<file path="config.mk">
export PLATFORM = sky130hd
export DESIGN_NAME = dkpc_fifo
export DESIGN_NICKNAME = d
export VERILOG_FILES = /design/src/hdl/dna_kmer_presence_counter_defines.svh /design/src/hdl/dkpc_pkg.sv /design/src/hdl/dkpc_fifo.sv
export SDC_FILE = /design/constraint.sdc
export NUM_CORES = 1
export LEC_CHECK = 0
export ABC_AREA = 1
export ABC_CLOCK_PERIOD_IN_PS = 2700
export BUFFER_PORTS_ARGS = -buffer_cell sky130_fd_sc_hd__buf_2
export CAP_MARGIN = 20
export CORE_MARGIN = 1.5
export CORE_UTILIZATION = 25
export DETAILED_ROUTE_END_ITERATION = 10
export PLACE_DENSITY = 0.5
export SYNTH_ARGS = -nofsm -noshare
export SYNTH_HDL_FRONTEND = slang
export SYNTH_SLANG_ARGS = --single-unit
</file>
<file path="constraint.sdc">
create_clock -name clk -period 2.7 [get_ports clk]
set_clock_uncertainty 0.15 [all_clocks]
set_input_delay 0.135 -clock clk [delete_from_list [all_inputs] [get_ports clk]]
set_output_delay 0.135 -clock clk [all_outputs]
set_load 0.05 [all_outputs]
</file>
<file path="src/hdl/dna_kmer_presence_counter_defines.svh">
// Assertion shorthands shared by the RTL.
`ifndef DNA_KMER_PRESENCE_COUNTER_DEFINES_SVH
`define DNA_KMER_PRESENCE_COUNTER_DEFINES_SVH

// same-cycle implication
`define DKPC_ASSERT_IMP(lbl, ante, cons) \
  lbl: assert property (@(posedge clk) disable iff (!rst_n) (ante) |-> (cons)) \
    else $error("dkpc: implication check failed");

// next-cycle implication
`define DKPC_ASSERT_NXT(lbl, ante, cons) \
  lbl: assert property (@(posedge clk) disable iff (!rst_n) (ante) |=> (cons)) \
    else $error("dkpc: next-cycle check failed");

`endif

</file>
<file path="src/hdl/dkpc_pkg.sv">
`timescale 1ns / 1ps
package dkpc_pkg;

  localparam int MAX_KMER_LEN_DEF    = 6;
  localparam int TABLE_ENTRIES_DEF   = 4096;
  localparam int SEQ_COUNT_WIDTH_DEF = 16;

  localparam int KMER_LEN_W    = 3;
  localparam int READ_INDEX_W  = 12;
  localparam int COUNT_W       = 32;
  localparam int KMER_IDX_W    = 16;
  localparam int SEQ_NUM_W     = 16;
  localparam int TRANS_ENTRIES = 16;
  localparam int TRANS_IDX_W   = 4;
  localparam int Q_DEPTH       = 2;

  localparam logic [KMER_LEN_W-1:0] KMER_LEN_RESET = 3'd6;

  localparam logic [2:0] BASE_A  = 3'd0;
  localparam logic [2:0] BASE_C  = 3'd1;
  localparam logic [2:0] BASE_G  = 3'd2;
  localparam logic [2:0] BASE_T  = 3'd3;
  localparam logic [2:0] NO_BASE = 3'd4;

  typedef enum logic [1:0] {
    OP_FEED     = 2'd0,
    OP_RD_KMER  = 2'd1,
    OP_RD_TRANS = 2'd2,
    OP_RD_TOTAL = 2'd3
  } req_t;

  typedef enum logic [1:0] {
    BK_CLEAR = 2'd0,
    BK_IDLE  = 2'd1,
    BK_EXEC  = 2'd2
  } bk_state_t;

  typedef struct packed {
    req_t                   op;
    logic                   kmer_hit;
    logic [KMER_IDX_W-1:0]  addr;
    logic                   trans_hit;
    logic [TRANS_IDX_W-1:0] trans_idx;
    logic [SEQ_NUM_W-1:0]   seq_num;
    logic                   wrap;
  } cmd_t;

  function automatic logic [2:0] base_code(input logic [7:0] ch);
    logic [2:0] code;
    case (ch)
      8'h41, 8'h61: code = BASE_A;
      8'h43, 8'h63: code = BASE_C;
      8'h47, 8'h67: code = BASE_G;
      8'h54, 8'h74: code = BASE_T;
      default:      code = NO_BASE;
    endcase
    return code;
  endfunction

endpackage

</file>
<file path="src/hdl/dkpc_fifo.sv">
`timescale 1ns / 1ps
module dkpc_fifo (
  input  logic           clk,
  input  logic           rst_n,
  input  logic           push,
  input  dkpc_pkg::cmd_t push_cmd,
  input  logic           pop,
  output dkpc_pkg::cmd_t head,
  output logic           full,
  output logic           empty
);
  import dkpc_pkg::*;

  localparam int PTR_W = (Q_DEPTH > 1) ? $clog2(Q_DEPTH) : 1;
  localparam int CNT_W = $clog2(Q_DEPTH + 1);

  cmd_t             slot_r [Q_DEPTH];
  logic [PTR_W-1:0] wr_ptr_r, wr_ptr_nxt;
  logic [PTR_W-1:0] rd_ptr_r, rd_ptr_nxt;
  logic [CNT_W-1:0] cnt_r, cnt_nxt;

  assign full  = (cnt_r == CNT_W'(Q_DEPTH));
  assign empty = (cnt_r == '0);
  assign head  = slot_r[rd_ptr_r];

  always_comb begin
    wr_ptr_nxt = wr_ptr_r;
    rd_ptr_nxt = rd_ptr_r;
    cnt_nxt    = cnt_r;
    if (push) begin
      wr_ptr_nxt = (wr_ptr_r == PTR_W'(Q_DEPTH - 1)) ? '0 : PTR_W'(wr_ptr_r + 1'b1);
    end
    if (pop) begin
      rd_ptr_nxt = (rd_ptr_r == PTR_W'(Q_DEPTH - 1)) ? '0 : PTR_W'(rd_ptr_r + 1'b1);
    end
    priority if (push && !pop) begin
      cnt_nxt = CNT_W'(cnt_r + 1'b1);
    end else if (pop && !push) begin
      cnt_nxt = CNT_W'(cnt_r - 1'b1);
    end else begin
      cnt_nxt = cnt_r;
    end
  end

  always_ff @(posedge clk) begin
    if (!rst_n) begin
      wr_ptr_r <= '0;
      rd_ptr_r <= '0;
      cnt_r    <= '0;
    end else begin
      wr_ptr_r <= wr_ptr_nxt;
      rd_ptr_r <= rd_ptr_nxt;
      cnt_r    <= cnt_nxt;
    end
  end

  always_ff @(posedge clk) begin
    if (push) begin
      slot_r[wr_ptr_r] <= push_cmd;
    end
  end

endmodule

</file>
Word level (Yosys, flattened, before mapping)
Memory sizes are Yosys's and may differ from the RTL's. A register that Yosys moved wholly into a read port is not among the register bits.
Index checks and enable logic that the tools add are counted.
{"block": "word_totals", "wordCells": 23, "mem_bits_rw": 82, "out_inout_bits": 43, "memories": 1, "input_bits": 45, "ff_bits": 4}
{"block": "classes", "add_sub_neg": 4, "n_mux": 8, "n_reduce_logical": 6, "eq_ne": 1}
{"memory": "slot_r", "depth": 2, "word_bits": 41, "read_ports": 1, "rd_ports_with_merged_regs": 1, "wr": 1, "line": "dkpc_fifo.sv:17", "text": "cmd_t slot_r [Q_DEPTH];"}
{"operator": "two-way mux 1 bit", "n": 6}
{"operator": "two-way mux 2 bit", "n": 2}
{"operator": "adder 1 bit (second input constant)", "n": 2}
{"operator": "adder 2 x 1 -> 2 bit (second input constant)", "n": 1}
{"operator": "== test 2 bit (second input constant)", "n": 1}
{"operator": "logical AND 1 bit", "n": 2}
{"operator": "logical NOT 1 bit", "n": 2}
{"operator": "logical NOT 2 bit", "n": 1}
{"operator": "nonzero test 2 bit", "n": 1}
{"operator": "subtractor 2 x 1 -> 2 bit (second input constant)", "n": 1}

Logic depth before layout (Yosys ltp)
{"block": "depth", "word_depth": 4, "depth_mapped": 8, "ltp_nobuf": 8}

Worst setup path after synthesis
No wires, ideal clock.
{"block": "synth_timing", "kind": "register to register", "from": "register wr_ptr_r", "to": "memory slot_r[0][0] (netlist name), enable pin", "setup_time_ns": 0.440, "synth_period_minus_slack_ns": 2.638, "arrival_time_ns": 2.047, "slack_ns": 0.062, "required_time_ns": 2.110, "stages_incl_launch_ff": 2, "n_path_buf": 0, "cell_sequence": "dfxtp_1 nor2_1"}
{"item": "start: declaration", "line": "dkpc_fifo.sv:18", "text": "logic [PTR_W-1:0] wr_ptr_r, wr_ptr_nxt;"}
{"item": "start signal: assignment", "line": "dkpc_fifo.sv:51", "text": "wr_ptr_r <= wr_ptr_nxt;"}
{"item": "end: declaration", "line": "dkpc_fifo.sv:17"}
Straight into the memory's write port.

==> run metrics <==
Syn Area/Cell=20.8 um2; drt total wl=6260 um; outcome=complete, no violations; die width=around 120 um; # Post-CTS Setup Buffers=0; Synth area leader=edfxtp_1; routed len/inst=12.9 um; Final Net Count=351; detailed placement HPWL=3710 um; crit path kind=flop to primary output; vias per inst=3.81; Final Cycle Share=80.1%; vias in the first global route=between 2000 and 2500; RSZ-0062 raised after global routing=false; register area=around 2600 um2; worst-path fanout max=28; first-pass GRT wire length=10000 um; final cell count without fillers=about 490; setup_tns=0 ns; CP max stage delay=around 0.7 ns; gp weighted congestion=approximately 0.63; CP Capture Type=primary output; clk slew on worst S/H paths=roughly 0.060 ns; CTS tree=yes; core area=between 10000 and 15000 um2; Antenna Nets Post-Route=0; Max-slew headroom=slightly below 60%; clock latency on the worst-skew pair=approximately 0.34 ns; Syn. warnings=0; Area growth, synth to finish=39.7%; clock root cell=clkbuf_16; Starting Density=25.6%; num rows=between 40 and 50; 1st-iter DRT viols=slightly below 60; Inserted Diodes=0; actual slew at the worst max-slew pin=around 0.62 ns; H-tree Lvls=3; DR vias=about 1900; P_leak=1.90 nW; library cells used by synthesis=14; CP delay by family, top=flip-flops; Die Height=about 120 um; share of cells above drive strength 1=48.4%; # resized after CTS=0; total gr overflow=0; drt drc=0; largest cells by area after synthesis=edfxtp_1, mux2_4, dfxtp_1; Power per Cell Area=approximately 700 nW/um2; Max-Cap Viols=0; 1st-pass router iterations=4; CTS Buffer Depth=2; filler cell count=1326; Fin. Hold Viols=0; Final Max Tran Viols=0; GRT Overall Usage=under 10%; CTS buffer count=9; Arrival @ worst endpoint=1.88 ns; num ports=88; input/output buffers=87; hold crit path type=input pin to flop; WP data required=2.41 ns; initial antenna violation count=0; Setup Viol. Count Final=0; critical path, cell by cell=buf_4, mux2_4, buf_2; CP max-delay cell=dfxtp_4; multi-input logic area=717 um2; sequential fraction of the synthesis area=75.5%; number of synthesized register bits=between 80 and 90; share of the synthesized area in the top cell type=72.6%; sinks on the clock net=87; syn nets=209; DIE AREA=14300 um2; Cells after Synth=163; CTS Hold Bufs=45; placed insts=425; Mapped Area=between 3000 and 4000 um2; Setup crit start kind=flop; commonest non-fill, non-tap cell in the layout=buf_2; most frequent cells in the layout=buf_2, edfxtp_1, dlygate4sd3_1; largest net degree at the start of global routing=42; min cycle time layout=between 2 and 2.5 ns; worst vdd ir=0.216 mV; Worst Path Buf+Inv=2; highest clock rate=462 MHz
==> routing by layer <==
layer,wire length [um],track usage (%),vias up
li1,-,-,898
met1,2720,10.9,890
met2,3040,15.6,52
met3,332,2.76,13
met4,176,6.03,0
met5,0,0,-
==> cell type report <==
class | instances | share of cell area (%)
Clock buffer | 10 | 4.83
Clock inverter | 6 | 1.29
Inverter | 8 | 0.634
Multi-Input combinational cell | 63 | 15.1
Sequential cell | 87 | 54.1
Tap cell | 176 | 4.65
Timing Repair Buffer | 136 | 19.3
==> through the flow <==
step | hold slack, ns | utilization, % | power [W] | instance area, um2 | setup slack (ns)
finish | 0.0621 | 35.8 | 0.00334 | 4740 | 0.537
global route | 0.0839 | 35.8 | 0.00348 | 4740 | 0.420
CTS | 0.0422 | 35.8 | 0.00340 | 4740 | 0.456
detailed placement | 0.177 | 30.2 | 0.00212 | 4000 | 0.835
global placement | 0.172 | 30.2 | 0.00211 | 4000 | 0.847
floorplan | 0.0839 | - | 0.00201 | 3390 | 0.0623
==> registers in the layout (all words and copies together), names as in the netlist, named ones only <==
register	cells
cnt_r	2
slot_r	82
wr_ptr_r	1
rd_ptr_r	1
==> where the power goes <==
part,switching (W),internal [W],total (W)
Sequential,0.0000371,0.00156,0.00160
Combinational,0.000330,0.000205,0.000535
Clock,0.000495,0.000713,0.00121
==> logic make-up (layout without fill, tap and decap cells) <==
family / after synthesis / in the layout / synth area share (%)
muxes: 41 / 41 / 18.0
and+or+nand+nor: 19 / 19 / 2.21
AOI/OAI and AO/OA: 2 / 2 / 0.295
adders and majority gates: 1 / 1 / 0.369
DFF: 87 / 87 / 75.5
buffers and inverters: 13 / 160 / 3.58
==> worst paths after layout <==
| path | cells past startpoint | to | start | slack, ns |
|---|---|---|---|---|
| max | 3 | head[24] | flop | 0.54 |
| max reg2reg | 5 | wr_ptr_r$_SDFFE_PN0P_ | wr_ptr_r$_SDFFE_PN0P_ | 0.72 |
| min | 3 | cnt_r[0]$_SDFFE_PN0P_ | push | 0.06 |
| min reg2reg | 2 | rd_ptr_r$_SDFFE_PN0P_ | rd_ptr_r$_SDFFE_PN0P_ | 0.35 |
==> cell usage after synthesis (all sizes together) <==
cell type and n:
edfxtp 82, mux2 41, nor2 9, inv 8, nand2 8, buf 5
dfxtp 5, a21oi 1, ha 1, nand3 1, nand4 1, o21ai 1
==> tightest hold or removal path: cells and delay by family <==
kind | cells | cell delay (ns)
AOI/OAI and AO/OA | 1 | 0.07
adders and majority gates | 1 | 0.18
buffers and inverters | 1 | 0.12
No activity file was read; power rests on OpenSTA's default activity.
