$ cat src/hdl/dna_kmer_presence_counter_defines.svh
// Assertion shorthands shared by the RTL.
`ifndef DNA_KMER_PRESENCE_COUNTER_DEFINES_SVH
`define DNA_KMER_PRESENCE_COUNTER_DEFINES_SVH

// same-cycle implication
`define DKPC_ASSERT_IMP(lbl, ante, cons) \
  lbl: assert property (@(posedge clk) disable iff (!rst_n) (ante) |-> (cons)) \
    else $error("dkpc: implication check failed");

// next-cycle implication
`define DKPC_ASSERT_NXT(lbl, ante, cons) \
  lbl: assert property (@(posedge clk) disable iff (!rst_n) (ante) |=> (cons)) \
    else $error("dkpc: next-cycle check failed");

`endif

$ cat src/hdl/dkpc_pkg.sv
`timescale 1ns / 1ps
package dkpc_pkg;

  localparam int MAX_KMER_LEN_DEF    = 6;
  localparam int TABLE_ENTRIES_DEF   = 4096;
  localparam int SEQ_COUNT_WIDTH_DEF = 16;

  localparam int KMER_LEN_W    = 3;
  localparam int READ_INDEX_W  = 12;
  localparam int COUNT_W       = 32;
  localparam int KMER_IDX_W    = 16;
  localparam int SEQ_NUM_W     = 16;
  localparam int TRANS_ENTRIES = 16;
  localparam int TRANS_IDX_W   = 4;
  localparam int Q_DEPTH       = 2;

  localparam logic [KMER_LEN_W-1:0] KMER_LEN_RESET = 3'd6;

  localparam logic [2:0] BASE_A  = 3'd0;
  localparam logic [2:0] BASE_C  = 3'd1;
  localparam logic [2:0] BASE_G  = 3'd2;
  localparam logic [2:0] BASE_T  = 3'd3;
  localparam logic [2:0] NO_BASE = 3'd4;

  typedef enum logic [1:0] {
    OP_FEED     = 2'd0,
    OP_RD_KMER  = 2'd1,
    OP_RD_TRANS = 2'd2,
    OP_RD_TOTAL = 2'd3
  } req_t;

  typedef enum logic [1:0] {
    BK_CLEAR = 2'd0,
    BK_IDLE  = 2'd1,
    BK_EXEC  = 2'd2
  } bk_state_t;

  typedef struct packed {
    req_t                   op;
    logic                   kmer_hit;
    logic [KMER_IDX_W-1:0]  addr;
    logic                   trans_hit;
    logic [TRANS_IDX_W-1:0] trans_idx;
    logic [SEQ_NUM_W-1:0]   seq_num;
    logic                   wrap;
  } cmd_t;

  function automatic logic [2:0] base_code(input logic [7:0] ch);
    logic [2:0] code;
    case (ch)
      8'h41, 8'h61: code = BASE_A;
      8'h43, 8'h63: code = BASE_C;
      8'h47, 8'h67: code = BASE_G;
      8'h54, 8'h74: code = BASE_T;
      default:      code = NO_BASE;
    endcase
    return code;
  endfunction

endpackage

$ cat src/hdl/dkpc_front.sv
`timescale 1ns / 1ps
module dkpc_front #(
  parameter int MAX_KMER_LEN  = dkpc_pkg::MAX_KMER_LEN_DEF,
  parameter int TABLE_ENTRIES = dkpc_pkg::TABLE_ENTRIES_DEF
) (
  input  logic                                clk,
  input  logic                                rst_n,
  input  logic                                cfg_wr_en,
  input  logic [dkpc_pkg::KMER_LEN_W-1:0]     cfg_wr_data,
  input  logic                                in_valid,
  output logic                                in_stall,
  input  logic [1:0]                          in_req_type,
  input  logic [7:0]                          in_base_char,
  input  logic                                in_seq_end,
  input  logic [dkpc_pkg::READ_INDEX_W-1:0]   in_read_index,
  input  logic                                q_full,
  input  logic                                bk_clearing,
  output logic                                push,
  output dkpc_pkg::cmd_t                      cmd
);
  import dkpc_pkg::*;

  localparam int WIN_W = 2 * MAX_KMER_LEN;
  localparam int RUN_W = $clog2(MAX_KMER_LEN + 1);

  logic [KMER_LEN_W-1:0] kmer_len_r;
  logic [WIN_W-1:0]      window_r, window_nxt;
  logic [RUN_W-1:0]      run_r, run_nxt;
  logic [2:0]            prev_r, prev_nxt;
  logic [SEQ_NUM_W-1:0]  seq_r, seq_nxt;

  logic                  accept;
  req_t                  req;
  logic [2:0]            code;
  logic [3:0]            k4;
  logic [WIN_W-1:0]      win_shift;
  logic [RUN_W-1:0]      run_inc;
  logic [KMER_IDX_W-1:0] kmask;
  logic [KMER_IDX_W-1:0] kidx;
  logic                  kin;

  assign in_stall = q_full | bk_clearing;
  assign accept   = in_valid & ~in_stall;
  assign push     = accept;
  assign req      = req_t'(in_req_type);
  assign code     = base_code(in_base_char);

  always_comb begin
    k4 = 4'(kmer_len_r);
    if (k4 == 4'd0) begin
      k4 = 4'd1;
    end else if (k4 > 4'(MAX_KMER_LEN)) begin
      k4 = 4'(MAX_KMER_LEN);
    end
    win_shift = WIN_W'({window_r, code[1:0]});
    run_inc   = (run_r < RUN_W'(MAX_KMER_LEN)) ? RUN_W'(run_r + 1'b1) : run_r;
    kmask     = ~({KMER_IDX_W{1'b1}} << {k4, 1'b0});
    kidx      = KMER_IDX_W'(win_shift) & kmask;
    kin       = (17'(kidx) < 17'(TABLE_ENTRIES));
  end

  always_comb begin
    window_nxt    = window_r;
    run_nxt       = run_r;
    prev_nxt      = prev_r;
    seq_nxt       = seq_r;
    cmd.op        = req;
    cmd.kmer_hit  = 1'b0;
    cmd.addr      = '0;
    cmd.trans_hit = 1'b0;
    cmd.trans_idx = '0;
    cmd.seq_num   = seq_r;
    cmd.wrap      = 1'b0;
    unique case (req)
      OP_FEED: begin
        if (code == NO_BASE) begin
          window_nxt = '0;
          run_nxt    = '0;
          prev_nxt   = NO_BASE;
        end else begin
          cmd.trans_hit = (prev_r != NO_BASE);
          cmd.trans_idx = {prev_r[1:0], code[1:0]};
          prev_nxt      = code;
          window_nxt    = win_shift;
          run_nxt       = run_inc;
          cmd.kmer_hit  = (4'(run_inc) >= k4) && kin;
          cmd.addr      = kidx;
        end
        if (in_seq_end) begin
          window_nxt = '0;
          run_nxt    = '0;
          prev_nxt   = NO_BASE;
          seq_nxt    = SEQ_NUM_W'(seq_r + 1'b1);
          cmd.wrap   = (seq_r == {SEQ_NUM_W{1'b1}});
        end
      end
      OP_RD_KMER: begin
        cmd.kmer_hit = (17'(in_read_index) < 17'(TABLE_ENTRIES));
        cmd.addr     = KMER_IDX_W'(in_read_index);
      end
      OP_RD_TRANS: begin
        cmd.trans_hit = (in_read_index < READ_INDEX_W'(TRANS_ENTRIES));
        cmd.trans_idx = in_read_index[TRANS_IDX_W-1:0];
      end
      OP_RD_TOTAL: begin
      end
    endcase
  end

  always_ff @(posedge clk) begin
    if (!rst_n) begin
      kmer_len_r <= KMER_LEN_RESET;
      window_r   <= '0;
      run_r      <= '0;
      prev_r     <= NO_BASE;
      seq_r      <= '0;
    end else begin
      if (cfg_wr_en) begin
        kmer_len_r <= cfg_wr_data;
      end
      if (accept) begin
        window_r <= window_nxt;
        run_r    <= run_nxt;
        prev_r   <= prev_nxt;
        seq_r    <= seq_nxt;
      end
    end
  end

endmodule

$ cat config.mk
export PLATFORM = sky130hd
export DESIGN_NAME = dkpc_front
export DESIGN_NICKNAME = d
export VERILOG_FILES = /design/src/hdl/dna_kmer_presence_counter_defines.svh /design/src/hdl/dkpc_pkg.sv /design/src/hdl/dkpc_front.sv
export SDC_FILE = /design/constraint.sdc
export NUM_CORES = 1
export LEC_CHECK = 0
export BUFFER_PORTS_ARGS = -buffer_cell sky130_fd_sc_hd__clkbuf_2
export CAP_MARGIN = 40
export CORE_MARGIN = 2
export CORE_UTILIZATION = 44
export DETAILED_ROUTE_END_ITERATION = 16
export PLACE_DENSITY = 0.73
export REMOVE_ABC_BUFFERS = 1
export SLEW_MARGIN = 15
export SYNTH_ARGS = -nofsm -noshare
export SYNTH_HDL_FRONTEND = slang
export SYNTH_SLANG_ARGS = --single-unit
$ cat constraint.sdc
create_clock -name clk -period 2.6 [get_ports clk]
set_input_delay 0.26 -clock clk [delete_from_list [all_inputs] [get_ports clk]]
set_output_delay 0.26 -clock clk [all_outputs]
set_load 0.01 [all_outputs]
### Word-level counts from Yosys, hierarchy flattened

Cells that the tools add are included.

* register bits after elaboration: 35
* input port bits: 32
* output and inout port bits: 43

* $add $sub $neg: 2
* $lt $le $gt $ge: 5
* equality and inequality tests: 13
* shift operators: 1
* mux-type cells: 15
* bitwise gates (word level): 5
* reductions and logical operators: 9

Operators by type and width (count)
* 8-bit by 7-bit == test with 1-bit output (second input constant): 8
* 17-bit one-hot mux with 2 select lines: 1
* 22-bit two-way mux: 1
* 3-bit two-way mux: 7
* 10-bit two-way mux: 2
* 16-bit by 1-bit adder with 16-bit output (second input constant): 1
* 12-bit by 16-bit AND with 16-bit output: 1
* 16-bit == test (second input constant): 1
* 16-bit by 13-bit less-than comparator with 1-bit output (second input constant): 1
* 16-bit NOT: 1
* 16-bit by 5-bit << shifter with 16-bit output (first input constant): 1
* 12-bit by 5-bit less-than comparator with 1-bit output (second input constant): 1
* 3-bit one-hot mux with 4 select lines: 1
* 5-bit one-hot mux with 2 select lines: 1
* 2-bit OR reduction: 4
* 3-bit by 4-bit greater-or-equal comparator with 1-bit output: 1
* 3-bit by 1-bit adder with 3-bit output (second input constant): 1
* 3-bit == test (second input constant): 1
* 3-bit > comparator (second input constant): 1
* 3-bit zero test: 1
* 3-bit less-than comparator (second input constant): 1
* 3-bit inequality test (second input constant): 1
* 3-bit AND reduction: 1
* 2-bit by 1-bit == test with 1-bit output (second input constant): 1
* 8 further kinds: 9

### Logic depth before layout (Yosys ltp)

* depth after elaboration: 10
* mapped depth: 7
* depth with buffers taken out: 7

### Worst setup path after synthesis

OpenSTA, ideal clock, no wires.

* path type: register to output
* from: register kmer_len_r[1]
* to: output cmd[38] (netlist name)
* data arrival time: 1761 ps
* slack: 579 ps
* cell stages (with the launch flop): 8
* buffers on the path: 0
* path through: dfxtp_1 > inv_1 > maj3_1 > ha_1 > nand2b_1 > a21o_1 > a211o_1 > o211a_1

RTL lines
* from (decl): RTL line dkpc_front.sv:26 `logic [KMER_LEN_W-1:0] kmer_len_r;`
* from (signal assigned): RTL line dkpc_front.sv:119 `kmer_len_r <= cfg_wr_data;`
* to (decl): RTL line dkpc_front.sv:19 `output dkpc_pkg::cmd_t cmd`

==> metrics <==
status=complete, no violations; RSZ-0062 raised after global routing=false; final count of hold timing violations=0; Pre-antenna DRT Iters=4; Unique masters post-synth=48; placed inst area=approximately 2300 um2; largest net degree at the start of global routing=23; Worst Setup SP=kmer_len_r[1]$_SDFFE_PN1P_; die height=between 70 and 80 um; Syn. warnings=0; I/O pin total=75; CTS tree=done; GRT Total Usage=0.1866; final instance area=approximately 2500 um2; critical path endpoint=cmd[38]; Post-synth ARST share=0; Critical Path, Cell by Cell=inv_1 > maj3_1 > ha_1 > nand2b_1 > a21o_1 > a211o_1 > o211a_1 > clkbuf_2; Setup TNS=0 ns; slowest stage cell, crit path=dfxtp_2; clock tree buffer depth=2; share of cells above drive strength 1=0.3069; sequential area share after synthesis=0.3342; # H-tree levels=2; cts bufs inserted=5; R2R Path End=seq_r[15]$_SDFFE_PN0P_; CP required=~2.3 ns; worst slew pin tran=approximately 0.66 ns; ANT nets after route=0; drt drc=0; Area growth syn-to-layout=24.62%; aggregate global routing overflow=0; syn_area_per_cell=between 8 and 9 um2; relative slew slack=0.5624; fin crit share=0.9444; slowest stage delay, CP=about 0.36 ns; Final Max Tran Viols=0; reg-to-reg slack, setup=1.01 ns; PwrDens=approximately 490 nW/um2; Vias=approximately 1,800; Area contributors post-synth=dfxtp_1 33%, a22o_1 6.6%, mux2i_1 6.1%; Clock Pin Slew Worst Setup and Hold Paths=approximately 0.060 ns; Root Buffer=clkbuf_8; critical path endpoint category=output port; die area=just over 5000 um2; EDFF count, synth=0; # Max-Cap Violations=0; Mapped Area=1977 um2; min Tclk post-route=approximately 2.5 ns; routed wire length=about 4.5 mm; RD Place Congestion=between 0.7 and 0.8; Mapped Cells=222; Pleak=1.238 nW; Worst Hold Class=primary input to flip-flop; ant diodes=0; Synth area leader=dfxtp_1; Final setup viols=0; FMAX=slightly above 0.4 GHz; Die W=a little over 70 um; DRT iter0 DRCs=51; FF+latch count, synth=33; PortBufs=69; post-synth top area share=0.3342; hpwl dp=approximately 3.5 mm; routed vias/inst=between 5 and 6; Clock Latency Late Sink=~0.28 ns; cells on worst reg2reg path=4; Hold Buf Count CTS=0; via count of the first global-routing pass=between 1,500 and 2,000; WL/cell=around 13 um; clk sinks=33; starting density of the core=0.4540; nets=326; reg2reg start=seq_r[2]$_SDFFE_PN0P_; Startpoint Class=flip-flop; Std-Cell Rows=24; Core ar.=4354 um2; critical path class=flip-flop to output port; Max IR drop VDD=about 0.00033 V; Worst EP arrival=about 2.2 ns; initial antenna violation count=0; Worst Clk Skew=0.004158 ns; first-pass GRT wire length=approximately 7.8 mm; top_reg_cell synth=dfxtp_1; CP max FO=5
sequential cells by signal (all words and copies together) (netlist names):
register / flops
window_r: 10
run_r: 3
prev_r: 1
seq_r: 16
kmer_len_r: 3
routing by layer:
metal | global-route usage | vias up | wire [um]
met5 | 0 | - | 0
met4 | 0.03145 | 0 | 32
met3 | 0.03989 | 5 | 287
met2 | 0.3313 | 62 | 2129
met1 | 0.2363 | 836 | 2050
li1 | - | 937 | -
synth_stat cells, types with 3 or more instances:
cell type	instances
xor2_1	5
dfxtp_1	33
ha_1	5
nand2_1	31
nand3_1	5
a32o_1	9
nor3_1	4
nor2_1	11
buf_4	6
inv_1	6
a21boi_0	3
clkbuf_1	4
and2_1	7
nand2b_1	11
o211ai_1	3
mux2i_1	12
nor4_1	6
a22o_1	15
nor2b_1	3
nand4_1	4
stage by stage:
stage | util | hold WS [ns] | power, mW | setup WS, ns | instances
detailed placement | 0.5348 | 0.4782 | 0.6513 | 0.3814 | 334
CTS | 0.5655 | 0.2050 | 1.222 | 0.07033 | 342
finish | 0.5658 | 0.2200 | 1.215 | 0.1447 | 342
global route | 0.5658 | 0.2378 | 1.261 | 0.02304 | 342
global placement | 0.5348 | 0.4710 | 0.6495 | 0.4004 | 334
floorplan | - | 0.3586 | 0.5847 | 0.5795 | 211
where the power goes:
| part | total, mW | switching, mW | internal [mW] |
|---|---|---|---|
| clock | 0.575 | 0.195 | 0.381 |
| sequential | 0.511 | 0.00275 | 0.509 |
| combinational | 0.128 | 0.0741 | 0.0542 |
| total | 1.22 | 0.271 | 0.944 |
timing repair:
item / CTS / global route
gates resized for setup: 0 / 1
hold endpoints to repair: 0 / 0
buffers inserted: 0 / 0
setup endpoints to repair: 0 / 1
critical path: cells and delay by family (launching register included):
kind	cells	cell delay [ns]
flops	1	0.36
buf+inv	2	0.21
simple gates	1	0.14
compound gates	3	0.57
fa+ha+maj	2	0.64
cells by family after synthesis:
family,after synthesis,share of synthesized area
AOI/OAI and AO/OA,39,0.1677
muxes,12,0.06076
xor gates and xnor gates,7,0.03101
adders and majority gates,6,0.03671
other,1,0.001897
buffers and inverters,21,0.06265
and+or+nand+nor,103,0.3051
DFF,33,0.3342
placed cells by master, fill, tap and decap left out, types with 2 or more instances in the layout:
cell type,Yosys,final
nor2b_1,3,3
ha_1,5,5
nor3b_1,2,2
o211ai_1,3,3
nor3_1,4,4
conb_1,1,4
nand2_1,31,31
o211a_1,2,2
buf_4,6,2
nand3b_1,2,2
a32o_1,9,9
nor2_1,11,11
nor4_1,6,6
a22o_1,15,15
and2_1,7,7
nand3_1,5,5
bufinv_16,0,2
nand2b_1,11,11
a21oi_1,2,2
and4_1,2,2
clkbuf_8,0,5
nor3_2,2,2
a21boi_0,3,3
nand4_1,4,4
clkbuf_2,0,69
dfxtp_1,33,32
xor2_1,5,5
or2_2,2,2
or3b_1,2,2
mux2i_1,12,12
inv_1,6,6
xnor2_1,2,2
nor4_4,2,2
worst min-delay path by stage:
| stage | start | endpoint | slack, ns | cells past startpoint |
|---|---|---|---|---|
| 3_3_place_gp | seq_r[12]$_SDFFE_PN0P_ | seq_r[12]$_SDFFE_PN0P_ | 0.47 | 2 |
| 4_1_cts | cfg_wr_data[2] | kmer_len_r[2]$_SDFFE_PN1P_ | 0.21 | 3 |
| 5_1_grt | cfg_wr_data[1] | kmer_len_r[1]$_SDFFE_PN1P_ | 0.24 | 3 |
| 6_report | cfg_wr_data[2] | kmer_len_r[2]$_SDFFE_PN1P_ | 0.22 | 3 |
| 2_1_floorplan | rst_n | kmer_len_r[1]$_SDFFE_PN1P_ | 0.36 | 1 |
| 3_5_place_dp | window_r[9]$_SDFFE_PN0P_ | window_r[9]$_SDFFE_PN0P_ | 0.48 | 1 |
cell type report:
type	instances	area, um2
Fill cell	387	1891
Multi-Input combinational cell	171	1204
Sequential cell	33	661.9
Timing Repair Buffer	71	360.3
Clock buffer	5	68.82
Clock inverter	3	65.06
Tap cell	52	65.06
Inverter	7	38.79
(Power assumes the default switching activity.)
